File: src/hdl/kwdd_last_row.sv
module kwdd_last_row #(
  parameter int unsigned W = 7
) (
  input  logic         clk_i,
  input  logic         rst_ni,
  input  logic         clr_i,
  input  logic         we_i,
  input  logic [7:0]   waddr_i,
  input  logic [W-1:0] wdata_i,
  input  logic [7:0]   raddr_i,
  output logic [W-1:0] rdata_o
);
  logic [W-1:0] mem_q [256];
  logic [255:0] vld_q;
  logic [W-1:0] rd_q;
  logic         rv_q;

  always_ff @(posedge clk_i or negedge rst_ni) begin
    if (!rst_ni) begin
      vld_q <= '0;
      rv_q  <= 1'b0;
    end else begin
      if (clr_i) vld_q <= '0;
      else if (we_i) vld_q[waddr_i] <= 1'b1;
      rv_q <= vld_q[raddr_i];
    end
  end

  always_ff @(posedge clk_i) begin
    if (we_i) mem_q[waddr_i] <= wdata_i;
    rd_q <= mem_q[raddr_i];
  end

  // entries not written since the last clear read as zero
  assign rdata_o = rv_q ? rd_q : '0;
endmodule

File: config.mk
export PLATFORM = sky130hd
export DESIGN_NAME = kwdd_last_row
export DESIGN_NICKNAME = d
export VERILOG_FILES = /design/src/hdl/kwdd_last_row.sv
export SDC_FILE = /design/constraint.sdc
export NUM_CORES = 2
export LEC_CHECK = 0
export BUFFER_PORTS_ARGS = -buffer_cell sky130_fd_sc_hd__buf_2
export CORE_ASPECT_RATIO = 1.5
export CORE_MARGIN = 2
export CORE_UTILIZATION = 63
export DETAILED_ROUTE_END_ITERATION = 10
export HOLD_SLACK_MARGIN = 0.1
export PLACE_DENSITY = 0.79
export SLEW_MARGIN = 10
export SYNTH_ARGS = -nofsm -noshare
export SYNTH_HDL_FRONTEND = slang
export SYNTH_SLANG_ARGS = --single-unit
File: constraint.sdc
create_clock -name clk_i -period 1.9 [get_ports clk_i]
set_input_delay 0 -clock clk_i [delete_from_list [all_inputs] [get_ports clk_i]]
set_output_delay 0 -clock clk_i [all_outputs]
set_load 0.03 [all_outputs]
==> flow_metrics.tcl <==
set metrics [dict create \
    power_frac_clock_pct 40.2 \
    drt-total-wl_um 224000 \
    cts.clk_slew.worst_paths_ps 70 \
    hold_start "raddr_i[6]" \
    io_buffer_count 33 \
    reg2reg_depth 8 \
    path_cells "mux4_2 > a22o_1 > a221oi_2 > buf_4 > o22ai_4 > nor3_2 > buf_4 > nor4_2" \
    coreArea_um2 126700 \
    postPlaceCellArea_um2 88030 \
    hold_violations 0 \
    area_growth_pct 18.25 \
    max_freq_ghz 0.4374 \
    seq_power_share_pct 53.5 \
    yosysSeqAreaShare_pct 75.17 \
    rr_startpoint "mem_q[28][6]" \
    synth_top_family_by_area "multiplexers" \
    clockBufferDepth 3 \
    fin_crit_ps 2286 \
    cp_common_cell "buf_4" \
    synth_edf_count 1792 \
    skew_ps 45.88 \
    crit_type "reg2reg" \
    post-route-util_pct 74.96 \
    netlist_area_um2 80330 \
    grt_pass1_wl_um 326300 \
    final-seq-area_um2 60380 \
    nets 5014 \
    multi_input_area_um2 19250 \
    synth_cells 4281 \
    ir_drop_uv 1059 \
    totalPowerFinal_uw 92060 \
    n_fill_cell 6343 \
    synth_mux_area_share_pct 14.14 \
    worstPathMaxFanout 1 \
    worstReg2RegEnd "rd_q[6]" \
    drt-initial-drc-count 7096 \
    wire_per_inst_um 32.73 \
    cp-end-kind "flip-flop" \
    slowest_delay_ps 530 \
    internal-power_uw 72150 \
    max_cap_viol_count 0 \
    cts_buffers 174 \
    synth_compound_area_share_pct 3.937 \
    startpoint_type "flip-flop" \
    synth_xor_area_share_pct 0 \
    min_period_over_period_pct 120.3 \
    cp.arrival_ps 3000 \
    p_per_area_nw_per_um2 969.1 \
    grt_overflow 0 \
    rsz0062_at_grt "true" \
    drv_slew 0 \
    grt_pass1_vias 48490 \
    hp-class "in2reg" \
    ys.flop_type "edfxtp_1" \
    ys_ff_latch 2056 \
    yosys.area_share.simple_pct 4.819 \
    cp_num_buf_inv 2 \
    row_count 160 \
    clock_latency_ps 840 \
    min_path_cells 6 \
    regToRegSetupSlack_ps -390 \
    setup_tns_ps -1708 \
    grt_max_degree 81 \
    p_sw_uw 19910 \
    violations "negative setup slack" \
    synth_cell_type_count 52 \
    drive_above_1_share_pct 31.88 \
    setup_slack_ps -386.3 \
    dpl.hpwl_um 140300 \
    max-slew-margin-rel_pct 46.71 \
    synth_adder_area_share_pct 0 \
    synth_warnings 0 \
    ant_nets 0 \
    die_h_um 441.3 \
    drt-pass1-iter-count 8 \
    crit_slowest_cell "mux4_2" \
    p_leak_uw 0.03285 \
    status "finished with violations" \
    final_area_um2 94990 \
    cts_tree "done" \
    cts.sinks 2056 \
    io_pins 34 \
    drc 0 \
    combPwrFrac_pct 6.3 \
    die_area_um2 130400 \
    critPathTopFamily "compound AO/OA/AOI/OAI gates" \
    grt_antenna_before_repair 11 \
    pre_cts_ws_ps -1104 \
    cp.required_ps 2610 \
    gr-usage-all-layers_pct 35.20 \
    cts_root_buf "clkbuf_16" \
    die_w_um 295.6 \
    h-tree-depth 4 \
    setup_violations 8 \
    start_util_pct 63.39 \
    worstMarginPinSlew_ps 794.0 \
    syn_avg_cell_area_um2 18.77 \
    viasPerCell 6.900 \
    syn_nets 4308 \
    min_to "rd_q[5]" \
    async_flop_share_pct 12.50 \
    num_vias 47240 \
    p_sw_share_pct 21.63 \
    gp_congestion 0.9050 \
]
[flip-flops by register name (all words and copies together) (netlist names)]
signal,count
mem_q,1792
vld_q,256
rd_q,7
rv_q,1
[kinds of logic after synthesis]
logic type             count (synthesis)
muxes                                596
AOI/OAI and AO/OA                    438
buffers and inverters                267
and+or+nand+nor                      924
DFF                                 2056
[what timing repair did]
item | in CTS | in global routing
gates cloned | 0 | 0
endpoints found under the hold margin | 3110 | 0
resized for setup | 128 | 21
endpoints found under the setup margin | 11 | 21
buffers inserted | 1 | 0
hold buffers | 26 | 0
pin swaps | 43 | 18
[worst min-delay path, delay by kind of cell]
family	cells	cell delay [ps]
buffers and inverters	3	490
and+or+nand+nor	3	390
[metrics by stage]
step	hold slack (ps)	std cells
floorplan	-295.6	4281
global placement	9.327	6491
detailed placement	11.29	6491
CTS	102.7	6844
global route	145.7	6845
finish	126.5	6846
[power groups by stage]
stage / clock, µW / combinational, µW / sequential, µW
2_1_floorplan: 0 / 2450 / 50200
3_3_place_gp: 0 / 5200 / 50200
3_5_place_dp: 0 / 5310 / 50200
4_1_cts: 37000 / 5640 / 49300
5_1_grt: 38700 / 5970 / 49300
6_report: 37000 / 5800 / 49300
[worst max path at each step]
| stage | depth (start not counted) | startpoint | to | slack, ps |
|---|---|---|---|---|
| 3_3_place_gp | 9 | raddr_i[0] | rv_q | -1390 |
| 3_5_place_dp | 9 | raddr_i[0] | rd_q[5] | -1100 |
| 2_1_floorplan | 8 | raddr_i[0] | rd_q[1] | 40 |
| 4_1_cts | 8 | mem_q[31][6] | rd_q[6] | -280 |
| 5_1_grt | 8 | mem_q[28][6] | rd_q[6] | -410 |
| 6_report | 8 | mem_q[28][6] | rd_q[6] | -390 |
[metal layers]
metal	part of all wire (%)	up-vias	GRT usage, %
li1	-	18520	-
met3	11	935	8.166
met2	50	3858	57.99
met5	0.032	-	0
met1	31	23920	42.40
met4	7.6	10	22.09
[area by class of cell]
| type | count | area share [%] |
|---|---|---|
| diodes | 4 | 0.01054 |
| clock buffers | 238 | 5.169 |
| clock inverters | 92 | 1.055 |
| inverters | 2 | 0.007903 |
| multi-input cells | 1958 | 20.26 |
| flip-flops and latches | 2056 | 63.57 |
| well taps | 1701 | 2.240 |
| repair buffers | 795 | 7.688 |
[Yosys cell counts, types with 10 or more instances]
master,number,area (µm²)
a211oi_1,12,90.09
a21oi_1,84,420.4
a221oi_1,17,148.9
a22o_1,16,140.1
a22oi_1,154,1156
buf_1,14,52.55
buf_12,12,240.2
buf_2,54,270.3
buf_4,26,195.2
buf_6,20,225.2
clkbuf_1,135,506.7
dfrtp_1,257,6431
edfxtp_1,1792,53810
mux2i_1,165,1652
mux4_2,431,9707
nand2_1,44,165.2
nand2b_1,10,62.56
nand3_1,32,160.2
nand4_1,14,87.58
nor2_1,728,2733
nor2b_1,16,100.1
nor3_1,15,75.07
nor4_1,28,175.2
o21ba_2,30,300.3
o221ai_1,31,271.5
o22ai_1,56,350.3
[layout by cell type, fill, tap and decap left out, types with 22 or more instances in the layout]
| master | synthesis | layout |
|---|---|---|
| buf_2 | 54 | 22 |
| clkbuf_16 | 0 | 178 |
| a21oi_1 | 84 | 64 |
| mux2i_1 | 165 | 163 |
| a22oi_1 | 154 | 129 |
| o221ai_1 | 31 | 29 |
| o22ai_1 | 56 | 46 |
| nand2_1 | 44 | 44 |
| o21ba_2 | 30 | 30 |
| clkinv_1 | 0 | 23 |
| clkbuf_8 | 0 | 30 |
| clkbuf_1 | 135 | 37 |
| a22oi_2 | 0 | 25 |
| clkinv_2 | 0 | 35 |
| nand3_1 | 32 | 32 |
| buf_12 | 12 | 98 |
| dlygate4sd3_1 | 0 | 25 |
| buf_4 | 26 | 636 |
| nor2_1 | 728 | 719 |
| edfxtp_1 | 1792 | 1792 |
| dfrtp_1 | 257 | 256 |
| mux4_2 | 431 | 431 |
Power figures use the tool's default switching activity.
