File: src/hdl/kwdd_pkg.sv
package kwdd_pkg;

  localparam int unsigned KW_MAX_LEN = 64;
  localparam int unsigned DIST_W     = 16;
  localparam int unsigned SUM_W      = 18;
  localparam int unsigned COST_W     = 4;
  localparam logic [7:0]  CHAR_SPACE = 8'h20;

  typedef enum logic [1:0] {
    OP_TGT = 2'd0,
    OP_TYP = 2'd1,
    OP_RUN = 2'd2
  } op_e;

  typedef enum logic [1:0] {
    ST_OK       = 2'd0,
    ST_BADCHAR  = 2'd1,
    ST_OVERFLOW = 2'd2
  } status_e;

  typedef enum logic [4:0] {
    S_IDLE,
    S_COL_RD,
    S_COL_WR,
    S_ROW_RD,
    S_ROW_WR,
    S_ROW_ST,
    S_ROW_DIAG,
    S_ROW_LEFT,
    S_CELL_RD,
    S_CELL_EVAL,
    S_CELL_TR,
    S_TR_DIAG,
    S_TR_UP,
    S_TR_SUB,
    S_TR_LOOP,
    S_TR_ACC,
    S_TR_CMP,
    S_CELL_WR,
    S_FIN_RD,
    S_FIN,
    S_DONE
  } kwdd_state_e;

  typedef struct packed {
    logic [1:0] op;
    logic [7:0] char_code;
  } kwdd_in_t;

  typedef struct packed {
    logic [DIST_W-1:0] distance;
    logic [1:0]        status;
  } kwdd_out_t;

  typedef struct packed {
    logic       valid;
    logic       is_key;
    logic [1:0] row;
    logic [3:0] col;
    logic       hand;
    logic [1:0] finger;
  } key_t;

  function automatic key_t key_of(input logic [7:0] c);
    key_t       k;
    logic [1:0] r;
    logic [3:0] cl;
    logic       hit;
    hit = 1'b1;
    r   = 2'd0;
    cl  = 4'd0;
    case (c)
      "1": begin r = 2'd0; cl = 4'd0; end
      "2": begin r = 2'd0; cl = 4'd1; end
      "3": begin r = 2'd0; cl = 4'd2; end
      "4": begin r = 2'd0; cl = 4'd3; end
      "5": begin r = 2'd0; cl = 4'd4; end
      "6": begin r = 2'd0; cl = 4'd5; end
      "7": begin r = 2'd0; cl = 4'd6; end
      "8": begin r = 2'd0; cl = 4'd7; end
      "9": begin r = 2'd0; cl = 4'd8; end
      "0": begin r = 2'd0; cl = 4'd9; end
      "q": begin r = 2'd1; cl = 4'd0; end
      "w": begin r = 2'd1; cl = 4'd1; end
      "e": begin r = 2'd1; cl = 4'd2; end
      "r": begin r = 2'd1; cl = 4'd3; end
      "t": begin r = 2'd1; cl = 4'd4; end
      "y": begin r = 2'd1; cl = 4'd5; end
      "u": begin r = 2'd1; cl = 4'd6; end
      "i": begin r = 2'd1; cl = 4'd7; end
      "o": begin r = 2'd1; cl = 4'd8; end
      "p": begin r = 2'd1; cl = 4'd9; end
      "a": begin r = 2'd2; cl = 4'd0; end
      "s": begin r = 2'd2; cl = 4'd1; end
      "d": begin r = 2'd2; cl = 4'd2; end
      "f": begin r = 2'd2; cl = 4'd3; end
      "g": begin r = 2'd2; cl = 4'd4; end
      "h": begin r = 2'd2; cl = 4'd5; end
      "j": begin r = 2'd2; cl = 4'd6; end
      "k": begin r = 2'd2; cl = 4'd7; end
      "l": begin r = 2'd2; cl = 4'd8; end
      ";": begin r = 2'd2; cl = 4'd9; end
      "z": begin r = 2'd3; cl = 4'd0; end
      "x": begin r = 2'd3; cl = 4'd1; end
      "c": begin r = 2'd3; cl = 4'd2; end
      "v": begin r = 2'd3; cl = 4'd3; end
      "b": begin r = 2'd3; cl = 4'd4; end
      "n": begin r = 2'd3; cl = 4'd5; end
      "m": begin r = 2'd3; cl = 4'd6; end
      ",": begin r = 2'd3; cl = 4'd7; end
      ".": begin r = 2'd3; cl = 4'd8; end
      default: hit = 1'b0;
    endcase
    k.valid  = hit || (c == CHAR_SPACE);
    k.is_key = hit;
    k.row    = r;
    k.col    = cl;
    k.hand   = hit && (cl > 4'd4);
    case (cl)
      4'd0, 4'd9: k.finger = 2'd0;
      4'd1, 4'd8: k.finger = 2'd1;
      4'd2, 4'd7: k.finger = 2'd2;
      default:    k.finger = 2'd3;
    endcase
    return k;
  endfunction

  // chebyshev distance of two keys
  function automatic logic [COST_W-1:0] key_dist(input key_t a, input key_t b);
    logic [3:0] dr;
    logic [3:0] dc;
    dr = (a.row > b.row) ? 4'(a.row - b.row) : 4'(b.row - a.row);
    dc = (a.col > b.col) ? (a.col - b.col) : (b.col - a.col);
    return (dr > dc) ? dr : dc;
  endfunction

  function automatic logic [COST_W-1:0] ins_cost(input logic [7:0] ins, input logic has_prev,
                                                 input logic [7:0] pc, input logic has_next,
                                                 input logic [7:0] nc);
    key_t              ki;
    key_t              kp;
    key_t              kn;
    logic [COST_W-1:0] best;
    logic [COST_W-1:0] cand;
    ki   = key_of(ins);
    kp   = key_of(pc);
    kn   = key_of(nc);
    best = 4'd6;
    cand = 4'd6;
    if (has_prev && pc == ins) best = 4'd1;
    if (has_next && nc == ins) best = 4'd1;
    if (ins == CHAR_SPACE) begin
      if (has_prev && kp.is_key && best > 4'd2) best = 4'd2;
    end else begin
      if (has_prev && kp.is_key) begin
        cand = (kp.hand == ki.hand) ? key_dist(kp, ki) : 4'd3;
        if (cand < best) best = cand;
      end
      if (has_next && kn.is_key) begin
        cand = (kn.hand == ki.hand) ? key_dist(ki, kn) : 4'd3;
        if (cand < best) best = cand;
      end
    end
    return best;
  endfunction

  function automatic logic [COST_W-1:0] del_cost(input logic [7:0] dc, input logic has_prev,
                                                 input logic [7:0] pc);
    key_t kd;
    key_t kp;
    kd = key_of(dc);
    kp = key_of(pc);
    if (has_prev && pc == dc) return 4'd1;
    if (dc == CHAR_SPACE) return 4'd3;
    if (has_prev && kp.is_key && kd.is_key && kp.hand == kd.hand) return 4'd2;
    return 4'd6;
  endfunction

  function automatic logic [COST_W-1:0] sub_cost(input logic [7:0] a, input logic [7:0] b);
    key_t ka;
    key_t kb;
    ka = key_of(a);
    kb = key_of(b);
    if (a == b) return 4'd0;
    if (a == CHAR_SPACE || b == CHAR_SPACE) return 4'd6;
    if (ka.hand == kb.hand) return key_dist(ka, kb);
    if (ka.finger == kb.finger) return 4'd1;
    return 4'd5;
  endfunction

  function automatic logic [COST_W-1:0] trans_cost(input logic [7:0] a, input logic [7:0] b);
    if (a == CHAR_SPACE || b == CHAR_SPACE) return 4'd3;
    return (key_of(a).hand != key_of(b).hand) ? 4'd1 : 4'd2;
  endfunction

endpackage

File: src/hdl/kwdd_char_ram.sv
module kwdd_char_ram #(
  parameter int unsigned DEPTH = kwdd_pkg::KW_MAX_LEN,
  parameter int unsigned AW    = 6
) (
  input  logic          clk_i,
  input  logic          we_i,
  input  logic [AW-1:0] waddr_i,
  input  logic [7:0]    wdata_i,
  input  logic [AW-1:0] raddr_a_i,
  input  logic [AW-1:0] raddr_b_i,
  output logic [7:0]    rdata_a_o,
  output logic [7:0]    rdata_b_o
);
  logic [7:0] mem_q [DEPTH];

  always_ff @(posedge clk_i) begin
    if (we_i) mem_q[waddr_i] <= wdata_i;
    rdata_a_o <= mem_q[raddr_a_i];
    rdata_b_o <= mem_q[raddr_b_i];
  end
endmodule

File: config.mk
export PLATFORM = sky130hd
export DESIGN_NAME = kwdd_char_ram
export DESIGN_NICKNAME = d
export VERILOG_FILES = /design/src/hdl/kwdd_pkg.sv /design/src/hdl/kwdd_char_ram.sv
export SDC_FILE = /design/constraint.sdc
export NUM_CORES = 1
export LEC_CHECK = 0
export CORE_MARGIN = 2
export CORE_UTILIZATION = 41
export DETAILED_ROUTE_END_ITERATION = 8
export DONT_BUFFER_PORTS = 1
export MAX_ROUTING_LAYER = met4
export PLACE_DENSITY_LB_ADDON = 0.3
export SETUP_SLACK_MARGIN = 0.15
export SYNTH_ARGS = -nofsm -noshare
export SYNTH_HDL_FRONTEND = slang
export SYNTH_SLANG_ARGS = --single-unit
File: constraint.sdc
create_clock -name clk_i -period 2.6 [get_ports clk_i]
set_input_delay 0.52 -clock clk_i [delete_from_list [all_inputs] [get_ports clk_i]]
set_output_delay 0.52 -clock clk_i [all_outputs]
set_load 0.01 [all_outputs]
==> out/results.txt <==
row cnt -> 89
Worst Hold Path EP -> mem_q[15][7]
Max Cap Viol -> 0
CP arrival -> 2.47 ns
final setup fails -> 0
register area share after synthesis -> 0.647
Die W -> 247 um
count of final hold-check violations -> 0
CP top delay family -> multiplexers
GRT overflow -> 0
met3 Use GR -> 0.0502
TritonCTS clock tree -> yes
GRT Max-Usage Layer -> met2
area occupied by multi-input gates -> 8100 um2
CTS H-tree depth -> 2
WP buf/inv -> 0
FF+latch area -> 15700 um2
Reg clk slew, reported paths -> 0.06 ns
DR pass1 iterations -> 6
post-cts gate resize count -> 0
met2 global-route usage -> 0.347
top cells by area, synth -> edfxtp_1 (63%), mux4_2 (25%), mux2i_1 (2.7%)
final antenna diode count -> 0
HP Class -> in -> reg
YS warnings -> 0
startpoint types -> register
status -> completed
WL final -> 67400 um
crit path cell chain -> mux4_2, mux4_2, nor2_1, a2111oi_0, a311o_1
slowest stage delay, CP -> 0.48 ns
CP Max Fanout -> 2
switching component of the power -> 3730 uW
Residual DRC -> 0
synthesized flop and latch total -> 528
Root Driver -> clkbuf_16
f_max -> 502 MHz
setup TNS -> 0 ns
most used cell, CP -> mux4_2
Worst Max-Slew Pin Slew -> 0.870 ns
synthesized net count -> 1239
Static Leak -> 0.00860 uW
WL/cell -> 32.2 um
layout cells sized above 1 -> 0.327
DR vias -> 13200
cell area after synthesis -> 24300 um2
EDFF count, synth -> 512
clk buf depth -> 3
Initial Utilization -> 0.413
Die Span Y -> 247 um
detailed-route vias per instance -> 6.31
CTS Sinks -> 528
Tot GR Track Use -> 0.232
number of DRC markers in iteration 0 -> 1498
core area -> 58800 um2
Post-DRT Antenna Nets -> 0
Comb pwr share -> 0.057
PwrDens -> 655 nW/um2
worst hold start -> wdata_i[7]
Crit Path Class -> reg -> reg
fin crit period -> 1.99 ns
worst rel slew slack -> 0.418
GPL Wtd Cong -> 0.905
Synth top cells by count -> edfxtp_1 (512), mux4_2 (270), nor2_1 (75)
top_reg_cell synth -> edfxtp_1
hold slack final -> 0.0181 ns
Worst-Skew Late Latency -> 0.61 ns
Netlist cell types -> 38
FFs w/ async S/R, synth -> 0
Area Growth Syn to Fin -> 12.3%
vias in the first global route -> 13200
clock network fraction of design power -> 0.411
final worst clock skew -> 0.0189 ns
hold path depth -> 0
r2r worst-path depth -> 5
Fill cells -> 4878
I/O Buffers -> 0
crit share post-route -> 0.766
worst r2r src -> mem_q[4][7]
R2R setup slack -> 0.61 ns
fin nets -> 1309
fin. max-slew vios -> 0
Pint -> 14100 uW
Worst EP required -> 3.08 ns
Seq pwr share -> 0.532
M1 GR Usage -> 0.319
switching share of power -> 0.209
Mean Syn Cell Area -> 20.0 um2
Crit. End Element -> register
detailed placement HPWL -> 39600 um
largest net degree at the start of global routing -> 127
first-pass GRT wire length -> 96500 um
most common cell in the netlist -> edfxtp_1
DIE AREA -> 61200 um2
antenna violations before repair -> 1
clock buffer count from CTS -> 53
top cell type's share of synthesized area -> 0.633
endpoint of the worst register-to-register path -> rdata_a_o[7]
IO Count -> 44
Critical Path Slowest Stage Cell -> mux4_2
Peak VDD IR -> 0.000463 V
unrepaired setup endpoints after global routing -> false
largest area contributor in the netlist -> edfxtp_1
Cells after Synth -> 1211
## through the flow
stage               worst slack (ns)  cells  instance area, um2  utilization  power [uW]
global placement               0.372   1980               25400        0.433       10600
CTS                            0.603   2089               27200        0.463       18000
floorplan                      0.270   1211               24300            -       10600
detailed placement             0.377   1980               25400        0.433       10600
finish                         0.609   2093               27300        0.464       17900
global route                   0.572   2093               27300        0.464       18300
## worst max-delay path by stage
| stage | slack, ns | cells after the start | from | end |
|---|---|---|---|---|
| 3_5_place_dp | 0.38 | 5 | raddr_a_i[0] | rdata_a_o[7] |
| 3_3_place_gp | 0.37 | 5 | raddr_a_i[0] | rdata_a_o[7] |
| 5_1_grt | 0.57 | 5 | mem_q[55][4] | rdata_b_o[4] |
| 4_1_cts | 0.60 | 5 | mem_q[4][7] | rdata_a_o[7] |
| 6_report | 0.61 | 5 | mem_q[4][7] | rdata_a_o[7] |
| 2_1_floorplan | 0.27 | 8 | raddr_b_i[0] | rdata_b_o[4] |
## power groups by stage
stage	registers, uW	clock network, uW	logic (uW)
2_1_floorplan	9640	0	917
3_3_place_gp	9670	0	940
3_5_place_dp	9680	0	944
4_1_cts	9500	7450	1010
5_1_grt	9500	7780	1070
6_report	9500	7340	1020
## state kept, by name, indices dropped and copies added (netlist names)
signal / count
mem_q: 512
rdata_a_o: 8
rdata_b_o: 8
## cell usage in the layout, fill, tap and decap left out, types with 16 or more instances in the layout
master	netlist	routed
buf_4	12	89
clkbuf_16	0	55
dfxtp_1	16	16
dlygate4sd3_1	0	18
edfxtp_1	512	512
mux2i_1	66	66
mux4_2	270	270
nand2_1	28	28
nand3_1	20	20
nor2_1	75	75
o21ai_0	17	17
o22ai_1	20	20
## per-layer routing
metal,share of wire,wire length (um)
met2,0.47,31800
met3,0.095,6390
met5,0,0
met1,0.40,27200
met4,0.031,2100
## cells by family (layout without fill, tap and decap cells)
kind of cell | count (synthesis) | after routing | share of synthesized area
mux | 338 | 338 | 0.279
compound gates | 100 | 100 | 0.0281
simple gates | 149 | 149 | 0.0269
buf+inv | 96 | 205 | 0.0198
flops | 528 | 528 | 0.647
## worst register-to-register path, stage by stage, from the launching register on
cell and delay [ns]:
edfxtp_1 0.41, mux4_2 0.48, mux4_2 0.48, nor2_1 0.09, a2111oi_0 0.08, a311o_1 0.33
## timing repair
| action | CTS | global route |
|---|---|---|
| hold buffers | 15 | 4 |
| endpoints found under the hold margin | 92 | 20 |
| setup endpoints to repair | 0 | 0 |
| setup buffers | 0 | 0 |
## area by class of cell
cell class | count | area share
inverters | 3 | 0.000413
multi-input cells | 587 | 0.297
clock inverters | 27 | 0.00743
well taps | 773 | 0.0355
repair buffers | 108 | 0.0318
clock buffers | 67 | 0.0521
flip-flops and latches | 528 | 0.576
No activity file was read; power rests on OpenSTA's default activity.
