--- config.mk ---
export PLATFORM = sky130hd
export DESIGN_NAME = kwdd_ctrl
export DESIGN_NICKNAME = d
export VERILOG_FILES = /design/src/hdl/kwdd_pkg.sv /design/src/hdl/kwdd_ctrl.sv
export SDC_FILE = /design/constraint.sdc
export NUM_CORES = 1
export LEC_CHECK = 0
export ABC_AREA = 1
export BUFFER_PORTS_ARGS = -buffer_cell sky130_fd_sc_hd__buf_2
export CELL_PAD_IN_SITES_DETAIL_PLACEMENT = 1
export CELL_PAD_IN_SITES_GLOBAL_PLACEMENT = 1
export CORE_MARGIN = 8
export CORE_UTILIZATION = 35
export DETAILED_ROUTE_END_ITERATION = 16
export PLACE_DENSITY_LB_ADDON = 0.1
export SLEW_MARGIN = 40
export SYNTH_ARGS = -nofsm -noshare
export SYNTH_HDL_FRONTEND = slang
export SYNTH_SLANG_ARGS = --single-unit
--- constraint.sdc ---
create_clock -name clk_i -period 18.63 [get_ports clk_i]
set_input_delay 0.9315 -clock clk_i [delete_from_list [all_inputs] [get_ports clk_i]]
set_output_delay 0.9315 -clock clk_i [all_outputs]
set_load 0.01 [all_outputs]
--- src/hdl/kwdd_pkg.sv ---
package kwdd_pkg;

  localparam int unsigned KW_MAX_LEN = 64;
  localparam int unsigned DIST_W     = 16;
  localparam int unsigned SUM_W      = 18;
  localparam int unsigned COST_W     = 4;
  localparam logic [7:0]  CHAR_SPACE = 8'h20;

  typedef enum logic [1:0] {
    OP_TGT = 2'd0,
    OP_TYP = 2'd1,
    OP_RUN = 2'd2
  } op_e;

  typedef enum logic [1:0] {
    ST_OK       = 2'd0,
    ST_BADCHAR  = 2'd1,
    ST_OVERFLOW = 2'd2
  } status_e;

  typedef enum logic [4:0] {
    S_IDLE,
    S_COL_RD,
    S_COL_WR,
    S_ROW_RD,
    S_ROW_WR,
    S_ROW_ST,
    S_ROW_DIAG,
    S_ROW_LEFT,
    S_CELL_RD,
    S_CELL_EVAL,
    S_CELL_TR,
    S_TR_DIAG,
    S_TR_UP,
    S_TR_SUB,
    S_TR_LOOP,
    S_TR_ACC,
    S_TR_CMP,
    S_CELL_WR,
    S_FIN_RD,
    S_FIN,
    S_DONE
  } kwdd_state_e;

  typedef struct packed {
    logic [1:0] op;
    logic [7:0] char_code;
  } kwdd_in_t;

  typedef struct packed {
    logic [DIST_W-1:0] distance;
    logic [1:0]        status;
  } kwdd_out_t;

  typedef struct packed {
    logic       valid;
    logic       is_key;
    logic [1:0] row;
    logic [3:0] col;
    logic       hand;
    logic [1:0] finger;
  } key_t;

  function automatic key_t key_of(input logic [7:0] c);
    key_t       k;
    logic [1:0] r;
    logic [3:0] cl;
    logic       hit;
    hit = 1'b1;
    r   = 2'd0;
    cl  = 4'd0;
    case (c)
      "1": begin r = 2'd0; cl = 4'd0; end
      "2": begin r = 2'd0; cl = 4'd1; end
      "3": begin r = 2'd0; cl = 4'd2; end
      "4": begin r = 2'd0; cl = 4'd3; end
      "5": begin r = 2'd0; cl = 4'd4; end
      "6": begin r = 2'd0; cl = 4'd5; end
      "7": begin r = 2'd0; cl = 4'd6; end
      "8": begin r = 2'd0; cl = 4'd7; end
      "9": begin r = 2'd0; cl = 4'd8; end
      "0": begin r = 2'd0; cl = 4'd9; end
      "q": begin r = 2'd1; cl = 4'd0; end
      "w": begin r = 2'd1; cl = 4'd1; end
      "e": begin r = 2'd1; cl = 4'd2; end
      "r": begin r = 2'd1; cl = 4'd3; end
      "t": begin r = 2'd1; cl = 4'd4; end
      "y": begin r = 2'd1; cl = 4'd5; end
      "u": begin r = 2'd1; cl = 4'd6; end
      "i": begin r = 2'd1; cl = 4'd7; end
      "o": begin r = 2'd1; cl = 4'd8; end
      "p": begin r = 2'd1; cl = 4'd9; end
      "a": begin r = 2'd2; cl = 4'd0; end
      "s": begin r = 2'd2; cl = 4'd1; end
      "d": begin r = 2'd2; cl = 4'd2; end
      "f": begin r = 2'd2; cl = 4'd3; end
      "g": begin r = 2'd2; cl = 4'd4; end
      "h": begin r = 2'd2; cl = 4'd5; end
      "j": begin r = 2'd2; cl = 4'd6; end
      "k": begin r = 2'd2; cl = 4'd7; end
      "l": begin r = 2'd2; cl = 4'd8; end
      ";": begin r = 2'd2; cl = 4'd9; end
      "z": begin r = 2'd3; cl = 4'd0; end
      "x": begin r = 2'd3; cl = 4'd1; end
      "c": begin r = 2'd3; cl = 4'd2; end
      "v": begin r = 2'd3; cl = 4'd3; end
      "b": begin r = 2'd3; cl = 4'd4; end
      "n": begin r = 2'd3; cl = 4'd5; end
      "m": begin r = 2'd3; cl = 4'd6; end
      ",": begin r = 2'd3; cl = 4'd7; end
      ".": begin r = 2'd3; cl = 4'd8; end
      default: hit = 1'b0;
    endcase
    k.valid  = hit || (c == CHAR_SPACE);
    k.is_key = hit;
    k.row    = r;
    k.col    = cl;
    k.hand   = hit && (cl > 4'd4);
    case (cl)
      4'd0, 4'd9: k.finger = 2'd0;
      4'd1, 4'd8: k.finger = 2'd1;
      4'd2, 4'd7: k.finger = 2'd2;
      default:    k.finger = 2'd3;
    endcase
    return k;
  endfunction

  // chebyshev distance of two keys
  function automatic logic [COST_W-1:0] key_dist(input key_t a, input key_t b);
    logic [3:0] dr;
    logic [3:0] dc;
    dr = (a.row > b.row) ? 4'(a.row - b.row) : 4'(b.row - a.row);
    dc = (a.col > b.col) ? (a.col - b.col) : (b.col - a.col);
    return (dr > dc) ? dr : dc;
  endfunction

  function automatic logic [COST_W-1:0] ins_cost(input logic [7:0] ins, input logic has_prev,
                                                 input logic [7:0] pc, input logic has_next,
                                                 input logic [7:0] nc);
    key_t              ki;
    key_t              kp;
    key_t              kn;
    logic [COST_W-1:0] best;
    logic [COST_W-1:0] cand;
    ki   = key_of(ins);
    kp   = key_of(pc);
    kn   = key_of(nc);
    best = 4'd6;
    cand = 4'd6;
    if (has_prev && pc == ins) best = 4'd1;
    if (has_next && nc == ins) best = 4'd1;
    if (ins == CHAR_SPACE) begin
      if (has_prev && kp.is_key && best > 4'd2) best = 4'd2;
    end else begin
      if (has_prev && kp.is_key) begin
        cand = (kp.hand == ki.hand) ? key_dist(kp, ki) : 4'd3;
        if (cand < best) best = cand;
      end
      if (has_next && kn.is_key) begin
        cand = (kn.hand == ki.hand) ? key_dist(ki, kn) : 4'd3;
        if (cand < best) best = cand;
      end
    end
    return best;
  endfunction

  function automatic logic [COST_W-1:0] del_cost(input logic [7:0] dc, input logic has_prev,
                                                 input logic [7:0] pc);
    key_t kd;
    key_t kp;
    kd = key_of(dc);
    kp = key_of(pc);
    if (has_prev && pc == dc) return 4'd1;
    if (dc == CHAR_SPACE) return 4'd3;
    if (has_prev && kp.is_key && kd.is_key && kp.hand == kd.hand) return 4'd2;
    return 4'd6;
  endfunction

  function automatic logic [COST_W-1:0] sub_cost(input logic [7:0] a, input logic [7:0] b);
    key_t ka;
    key_t kb;
    ka = key_of(a);
    kb = key_of(b);
    if (a == b) return 4'd0;
    if (a == CHAR_SPACE || b == CHAR_SPACE) return 4'd6;
    if (ka.hand == kb.hand) return key_dist(ka, kb);
    if (ka.finger == kb.finger) return 4'd1;
    return 4'd5;
  endfunction

  function automatic logic [COST_W-1:0] trans_cost(input logic [7:0] a, input logic [7:0] b);
    if (a == CHAR_SPACE || b == CHAR_SPACE) return 4'd3;
    return (key_of(a).hand != key_of(b).hand) ? 4'd1 : 4'd2;
  endfunction

endpackage

--- src/hdl/kwdd_ctrl.sv ---
module kwdd_ctrl #(
  parameter int unsigned MAX_LEN = kwdd_pkg::KW_MAX_LEN,
  localparam int unsigned CW  = $clog2(MAX_LEN + 1),
  localparam int unsigned AW  = (MAX_LEN > 1) ? $clog2(MAX_LEN) : 1,
  localparam int unsigned DIM = MAX_LEN + 1,
  localparam int unsigned MW  = $clog2(DIM * DIM)
) (
  input  logic                        clk_i,
  input  logic                        rst_ni,
  input  logic                        in_valid_i,
  output logic                        in_stall_o,
  input  kwdd_pkg::kwdd_in_t          in_data_i,
  output logic                        out_valid_o,
  input  logic                        out_stall_i,
  output kwdd_pkg::kwdd_out_t         out_data_o,
  output logic [7:0]                  wdata_o,
  output logic                        tgt_we_o,
  output logic                        typ_we_o,
  output logic [AW-1:0]               waddr_o,
  output logic [AW-1:0]               tgt_raddr_a_o,
  output logic [AW-1:0]               tgt_raddr_b_o,
  input  logic [7:0]                  tgt_rdata_a_i,
  input  logic [7:0]                  tgt_rdata_b_i,
  output logic [AW-1:0]               typ_raddr_a_o,
  output logic [AW-1:0]               typ_raddr_b_o,
  input  logic [7:0]                  typ_rdata_a_i,
  input  logic [7:0]                  typ_rdata_b_i,
  output logic                        mat_we_o,
  output logic [MW-1:0]               mat_waddr_o,
  output logic [kwdd_pkg::DIST_W-1:0] mat_wdata_o,
  output logic [MW-1:0]               mat_raddr_o,
  input  logic [kwdd_pkg::DIST_W-1:0] mat_rdata_i,
  output logic                        lr_clr_o,
  output logic                        lr_we_o,
  output logic [7:0]                  lr_waddr_o,
  output logic [CW-1:0]               lr_wdata_o,
  output logic [7:0]                  lr_raddr_o,
  input  logic [CW-1:0]               lr_rdata_i
);
  import kwdd_pkg::*;

  kwdd_state_e       state_q, state_d;
  logic [CW-1:0]     n_q, n_d, m_q, m_d;
  logic              ovf_q, ovf_d, bad_q, bad_d;
  logic [CW-1:0]     i_q, i_d, j_q, j_d, k_q, k_d, db_q, db_d, i1_q, i1_d;
  logic [DIST_W-1:0] acc_q, acc_d, diag_q, diag_d, left_q, left_d, up_q, up_d;
  logic [SUM_W-1:0]  best_q, best_d, c4_q, c4_d;
  logic [7:0]        tc_q, tc_d, yc_q, yc_d;
  logic [COST_W-1:0] del_row_q, del_row_d;
  kwdd_out_t         res_q, res_d, out_q;
  logic              out_valid_q, out_load;

  logic [CW-1:0]     i_m1, i_m2, j_m1, j_m2, k_m1, lr_m1, db_m1;
  logic [COST_W-1:0] c_del_col, c_ins_row, c_del_row, c_ins_cell, c_sub, c_ins_tr, c_trans;
  logic [SUM_W-1:0]  b_sub, b_del, b_ins, b_min;
  logic [DIST_W-1:0] cell_val;
  key_t              in_key;

  function automatic logic [MW-1:0] mat_addr(input logic [CW-1:0] row, input logic [CW-1:0] col);
    return MW'(row) * MW'(DIM) + MW'(col);
  endfunction

  assign i_m1  = i_q - CW'(1);
  assign i_m2  = i_q - CW'(2);
  assign j_m1  = j_q - CW'(1);
  assign j_m2  = j_q - CW'(2);
  assign k_m1  = k_q - CW'(1);
  assign lr_m1 = lr_rdata_i - CW'(1);
  assign db_m1 = db_q - CW'(1);

  assign in_key     = key_of(in_data_i.char_code);
  assign c_del_col  = del_cost(tgt_rdata_a_i, i_q != '0, tgt_rdata_b_i);
  assign c_ins_row  = ins_cost(typ_rdata_a_i, j_q != '0, typ_rdata_b_i, n_q != '0, tgt_rdata_b_i);
  assign c_del_row  = del_cost(tgt_rdata_a_i, i_q > CW'(1), tgt_rdata_b_i);
  assign c_ins_cell = ins_cost(typ_rdata_a_i, j_q > CW'(1), typ_rdata_b_i, 1'b1, tc_q);
  assign c_sub      = sub_cost(tc_q, typ_rdata_a_i);
  assign c_ins_tr   = ins_cost(typ_rdata_a_i, 1'b1, typ_rdata_b_i, 1'b1, yc_q);
  assign c_trans    = trans_cost(yc_q, tc_q);

  assign b_sub = SUM_W'(diag_q) + SUM_W'(c_sub);
  assign b_del = SUM_W'(mat_rdata_i) + SUM_W'(del_row_q);
  assign b_ins = SUM_W'(left_q) + SUM_W'(c_ins_cell);
  always_comb begin
    b_min = b_sub;
    if (b_del < b_min) b_min = b_del;
    if (b_ins < b_min) b_min = b_ins;
  end

  assign cell_val = (best_q > SUM_W'({DIST_W{1'b1}})) ? {DIST_W{1'b1}} : best_q[DIST_W-1:0];

  assign in_stall_o  = (state_q != S_IDLE);
  assign out_valid_o = out_valid_q;
  assign out_data_o  = out_q;
  assign wdata_o     = in_data_i.char_code;

  always_comb begin
    state_d   = state_q;
    n_d       = n_q;
    m_d       = m_q;
    ovf_d     = ovf_q;
    bad_d     = bad_q;
    i_d       = i_q;
    j_d       = j_q;
    k_d       = k_q;
    db_d      = db_q;
    i1_d      = i1_q;
    acc_d     = acc_q;
    diag_d    = diag_q;
    left_d    = left_q;
    up_d      = up_q;
    best_d    = best_q;
    c4_d      = c4_q;
    tc_d      = tc_q;
    yc_d      = yc_q;
    del_row_d = del_row_q;
    res_d     = res_q;
    out_load  = 1'b0;

    tgt_we_o      = 1'b0;
    typ_we_o      = 1'b0;
    waddr_o       = '0;
    tgt_raddr_a_o = i_q[AW-1:0];
    tgt_raddr_b_o = i_m1[AW-1:0];
    typ_raddr_a_o = j_q[AW-1:0];
    typ_raddr_b_o = j_m1[AW-1:0];
    mat_we_o      = 1'b0;
    mat_waddr_o   = mat_addr(i_q, j_q);
    mat_wdata_o   = acc_q;
    mat_raddr_o   = mat_addr(i_q, j_q);
    lr_clr_o      = 1'b0;
    lr_we_o       = 1'b0;
    lr_waddr_o    = tc_q;
    lr_wdata_o    = i_q;
    lr_raddr_o    = typ_rdata_a_i;

    unique case (state_q)
      S_IDLE: begin
        if (in_valid_i) begin
          case (in_data_i.op)
            OP_TGT: begin
              if (n_q < CW'(MAX_LEN)) begin
                tgt_we_o = 1'b1;
                waddr_o  = n_q[AW-1:0];
                n_d      = n_q + CW'(1);
                if (!in_key.valid) bad_d = 1'b1;
              end else begin
                ovf_d = 1'b1;
              end
            end
            OP_TYP: begin
              if (m_q < CW'(MAX_LEN)) begin
                typ_we_o = 1'b1;
                waddr_o  = m_q[AW-1:0];
                m_d      = m_q + CW'(1);
                if (!in_key.valid) bad_d = 1'b1;
              end else begin
                ovf_d = 1'b1;
              end
            end
            OP_RUN: begin
              res_d.distance = '0;
              if (ovf_q) begin
                res_d.status = ST_OVERFLOW;
                state_d      = S_DONE;
              end else if (bad_q) begin
                res_d.status = ST_BADCHAR;
                state_d      = S_DONE;
              end else begin
                lr_clr_o = 1'b1;
                i_d      = '0;
                acc_d    = '0;
                state_d  = S_COL_RD;
              end
            end
            default: ;
          endcase
        end
      end
      // first column: running sum of deletion costs
      S_COL_RD: state_d = S_COL_WR;
      S_COL_WR: begin
        mat_we_o    = 1'b1;
        mat_waddr_o = mat_addr(i_q, '0);
        if (i_q == n_q) begin
          j_d     = '0;
          acc_d   = '0;
          state_d = S_ROW_RD;
        end else begin
          acc_d   = acc_q + DIST_W'(c_del_col);
          i_d     = i_q + CW'(1);
          state_d = S_COL_RD;
        end
      end
      // first row: running sum of insertion costs against target char 0
      S_ROW_RD: begin
        tgt_raddr_b_o = '0;
        state_d       = S_ROW_WR;
      end
      S_ROW_WR: begin
        mat_we_o    = 1'b1;
        mat_waddr_o = mat_addr('0, j_q);
        if (j_q == m_q) begin
          if (n_q == '0 || m_q == '0) begin
            state_d = S_FIN_RD;
          end else begin
            i_d     = CW'(1);
            state_d = S_ROW_ST;
          end
        end else begin
          acc_d   = acc_q + DIST_W'(c_ins_row);
          j_d     = j_q + CW'(1);
          state_d = S_ROW_RD;
        end
      end
      S_ROW_ST: begin
        tgt_raddr_a_o = i_m1[AW-1:0];
        tgt_raddr_b_o = i_m2[AW-1:0];
        mat_raddr_o   = mat_addr(i_m1, '0);
        j_d           = CW'(1);
        db_d          = '0;
        state_d       = S_ROW_DIAG;
      end
      S_ROW_DIAG: begin
        tc_d        = tgt_rdata_a_i;
        del_row_d   = c_del_row;
        diag_d      = mat_rdata_i;
        mat_raddr_o = mat_addr(i_q, '0);
        state_d     = S_ROW_LEFT;
      end
      S_ROW_LEFT: begin
        left_d  = mat_rdata_i;
        state_d = S_CELL_RD;
      end
      S_CELL_RD: begin
        typ_raddr_a_o = j_m1[AW-1:0];
        typ_raddr_b_o = j_m2[AW-1:0];
        mat_raddr_o   = mat_addr(i_m1, j_q);
        state_d       = S_CELL_EVAL;
      end
      S_CELL_EVAL: begin
        yc_d    = typ_rdata_a_i;
        up_d    = mat_rdata_i;
        best_d  = b_min;
        state_d = S_CELL_TR;
      end
      S_CELL_TR: begin
        if (lr_rdata_i != '0 && db_q != '0) begin
          i1_d        = lr_rdata_i;
          mat_raddr_o = mat_addr(lr_m1, db_m1);
          state_d     = S_TR_DIAG;
        end else begin
          state_d = S_CELL_WR;
        end
      end
      // deletions between the two rows come from the first column difference
      S_TR_DIAG: begin
        c4_d        = SUM_W'(mat_rdata_i) + SUM_W'(c_trans);
        mat_raddr_o = mat_addr(i_m1, '0);
        state_d     = S_TR_UP;
      end
      S_TR_UP: begin
        c4_d        = c4_q + SUM_W'(mat_rdata_i);
        mat_raddr_o = mat_addr(i1_q, '0);
        state_d     = S_TR_SUB;
      end
      S_TR_SUB: begin
        c4_d    = c4_q - SUM_W'(mat_rdata_i);
        k_d     = db_q;
        state_d = S_TR_LOOP;
      end
      S_TR_LOOP: begin
        typ_raddr_a_o = k_q[AW-1:0];
        typ_raddr_b_o = k_m1[AW-1:0];
        state_d       = (k_q < j_m1) ? S_TR_ACC : S_TR_CMP;
      end
      S_TR_ACC: begin
        c4_d    = c4_q + SUM_W'(c_ins_tr);
        k_d     = k_q + CW'(1);
        state_d = S_TR_LOOP;
      end
      S_TR_CMP: begin
        if (c4_q < best_q) best_d = c4_q;
        state_d = S_CELL_WR;
      end
      S_CELL_WR: begin
        mat_we_o    = 1'b1;
        mat_wdata_o = cell_val;
        left_d      = cell_val;
        diag_d      = up_q;
        if (tc_q == yc_q) db_d = j_q;
        if (j_q == m_q) begin
          lr_we_o = 1'b1;
          if (i_q == n_q) begin
            state_d = S_FIN_RD;
          end else begin
            i_d     = i_q + CW'(1);
            state_d = S_ROW_ST;
          end
        end else begin
          j_d     = j_q + CW'(1);
          state_d = S_CELL_RD;
        end
      end
      S_FIN_RD: begin
        mat_raddr_o = mat_addr(n_q, m_q);
        state_d     = S_FIN;
      end
      S_FIN: begin
        res_d.distance = mat_rdata_i;
        res_d.status   = ST_OK;
        state_d        = S_DONE;
      end
      S_DONE: begin
        if (!out_valid_q || !out_stall_i) begin
          out_load = 1'b1;
          n_d      = '0;
          m_d      = '0;
          ovf_d    = 1'b0;
          bad_d    = 1'b0;
          state_d  = S_IDLE;
        end
      end
      default: state_d = S_IDLE;
    endcase
  end

  always_ff @(posedge clk_i or negedge rst_ni) begin
    if (!rst_ni) begin
      state_q     <= S_IDLE;
      n_q         <= '0;
      m_q         <= '0;
      ovf_q       <= 1'b0;
      bad_q       <= 1'b0;
      out_valid_q <= 1'b0;
    end else begin
      state_q <= state_d;
      n_q     <= n_d;
      m_q     <= m_d;
      ovf_q   <= ovf_d;
      bad_q   <= bad_d;
      if (out_load) out_valid_q <= 1'b1;
      else if (!out_stall_i) out_valid_q <= 1'b0;
    end
  end

  always_ff @(posedge clk_i) begin
    i_q       <= i_d;
    j_q       <= j_d;
    k_q       <= k_d;
    db_q      <= db_d;
    i1_q      <= i1_d;
    acc_q     <= acc_d;
    diag_q    <= diag_d;
    left_q    <= left_d;
    up_q      <= up_d;
    best_q    <= best_d;
    c4_q      <= c4_d;
    tc_q      <= tc_d;
    yc_q      <= yc_d;
    del_row_q <= del_row_d;
    res_q     <= res_d;
    if (out_load) out_q <= res_q;
  end
endmodule

==> metrics.txt <==
outcome finished, final reports clean; CTS Root Buffer Type clkbuf_16; slack of the worst reg-to-reg path 7.42 ns; CTS Sinks 212; # nets final approximately 4200; number of synthesized flops with an enable pin 190; f_max 0.08576 GHz; Clk Latency, worst-skew pair 0.61 ns; setup tns final 0 ns; syn_area_per_cell 6.924 sq um; Die ar. 0.08079 sq mm; Syn. warnings 0; Area growth syn-to-layout 12.16%; core area 0.07136 sq mm; dpl cells 4715; worst path bufs/invs 15; crit start category primary input; Ant. Diodes 0; Async SR Flop Fraction 10.38%; All-Layer GR Usage between 20% and 30%; drt first pass iters 5; critical path's top delay family simple AND/OR/NAND/NOR gates; Starting Density 35.29%; number of global-route vias before repair 26060; Static Leak between 10 and 15 nW; register area share after synthesis between 20 and 25%; max-cap violation count 0; Post-synth top cells 645 x nand2_1, 584 x inv_1, 514 x nor2_1; cell taking the most area after synthesis edfxtp_1; Rel. slew slack between 40% and 50%; CP Data Arrival Time 12.00 ns; DR vias 25480; top-count cell post-synth nand2_1; site row count 98; Routed WL between 100 and 150 mm; drt wl/cell 21.40 microns; Tcrit/Tclk final 62.59%; drt drc 0; Netlist Area Pre-Place approximately 0.025 sq mm; Mapped Cells 3637; Critical-path top delay cell a211oi_1; clk_skew 0.02192 ns; H-Tree Depth 1; die width 284.2 microns; measured slew at the worst slew-check pin 0.8449 ns; fin cells 4764; antenna viol nets, final 0; top cell type's share of synthesized area 22.66%; die height 284.2 microns; largest net degree at the start of global routing 76; Starting DRT DRC Count 1542; Slew Viols, Final 0; clock buffer depth 3; Final Util 39.58%; Reg clk slew, reported paths 0.06 ns; grt ovf 0; Final Hold Viols 0; hold-fix buffer count after cts 0; post-route setup slack 6.970 ns; ranking of synthesized cells by area edfxtp_1 23%, ha_1 13%, nand2_1 9.6%; Worst VDD drop 0.1622 mV; port buffer count 196; number of CTS-inserted buffers 29; slowest stage delay, CP 0.61 ns; HP Class in2async; layout cells sized above 1 10.49%; Period minus WS final ~12 ns; routability cong. 0.9058; post-cts resize count 0; final setup vio count 0; dominant synthesized flop cell edfxtp_1; post-synth cell types 75; postcts setup bufs 0; Worst EP required 18.97 ns; crit path kind in2reg; antenna violations before repair 0; Setup WS pre-CTS a little over 6 ns; RSZ-0062 raised after global routing false; first-pass GRT wire length 155.5 mm; CTS tree built; WHS ~0.32 ns; Worst setup EP type flip-flop; Pwr Density ~130 mW/mm^2; #FFs+latches synth 212; IO Count 197; Crit Path Max Fanout 19; vias per cell 5.348; post-DP HPWL 83.59 mm
## worst register-to-register path: cells and delay by family (launching register included)
family	cells	cell delay, ns
buf+inv	7	1.14
compound gates	19	4.31
xor+xnor	2	0.41
flops	1	0.59
simple gates	18	2.95
fa+ha+maj	5	1.56
## path summary, 6_finish.rpt
| kind | from | end | cells past startpoint |
|---|---|---|---|
| setup / recovery | typ_rdata_a_i[7] | best_q[1] | 66 |
| hold / removal | rst_ni | n_q[6] | 1 |
| setup reg to reg | lr_waddr_o[2] | best_q[1] | 51 |
| hold reg to reg | res_q[3] | out_data_o[3] | 0 |
| max in group asynchronous | rst_ni | m_q[3] | 1 |
| min in group clk_i | res_q[3] | out_data_o[3] | 0 |
## final cells by class
| cell class | count | area [sq um] |
|---|---|---|
| well taps | 950 | 1189 |
| repair buffers | 226 | 1256 |
| flip-flops and latches | 212 | 6256 |
| clock buffers | 35 | 748.2 |
| clock inverters | 14 | 266.5 |
| fillers | 9211 | 43120 |
| multi-input cells | 2710 | 16210 |
| inverters | 617 | 2316 |
## flip-flops by register name (all words and copies together), names as in the netlist, 8 cells and up
| register | flops |
|---|---|
| best_q | 18 |
| c4_q | 18 |
| out_data_o | 18 |
| res_q | 18 |
| acc_q | 16 |
| diag_q | 16 |
| left_q | 16 |
| up_q | 16 |
| lr_waddr_o | 8 |
| yc_q | 8 |
## power by group
part	switching [W]	internal, W	total (W)	leakage (nW)
Combinational	0.00151	0.000740	0.00225	10.7
Clock	0.000236	0.000381	0.000618	0.496
Sequential	0.000146	0.000675	0.000821	2.02
## metal layers
layer / GRT usage (%) / vias to the layer above / wire length (microns) / share of wire, %
met5: 0 / - / 0 / 0
met4: 6.759 / 0 / 3099 / 3.0
met3: 2.833 / 132 / 5063 / 5.0
met2: 39.33 / 639 / 45800 / 45
met1: 33.74 / 12250 / 48010 / 47
li1: - / 12460 / - / -
## layout by cell type (no fill, tap or decap), drive strengths merged, types with 19 or more instances in the layout
cell	n
nand2	677
o221ai	19
nand4	65
o22ai	34
clkbuf	35
inv	609
o21ai	278
a211oi	19
edfxtp	190
nor2	535
fa	29
nor3	78
xnor2	34
nor4	28
a21oi	182
nand3	158
buf	226
xor2	110
ha	261
o211ai	37
dfrtp	22
## through the flow
stage	instance area, sq um	total power (W)
2_1_floorplan	25190	0.002189
3_3_place_gp	27090	0.003031
3_5_place_dp	27220	0.003058
4_1_cts	28240	0.003700
5_1_grt	28250	0.003983
6_report	28250	0.003687
## cell families after synthesis
group                    Yosys count  share of synthesized area (%)
other                              1                        0.01489
multiplexers                       4                         0.1739
buffers and inverters            717                          11.19
XOR/XNOR                         144                          5.038
flip-flops                       212                          24.84
AO/OA/AOI/OAI                    687                          16.22
adder cells (fa/ha/maj)          290                          15.27
AND/OR/NAND/NOR                 1582                          27.24
(Power assumes the default switching activity.)
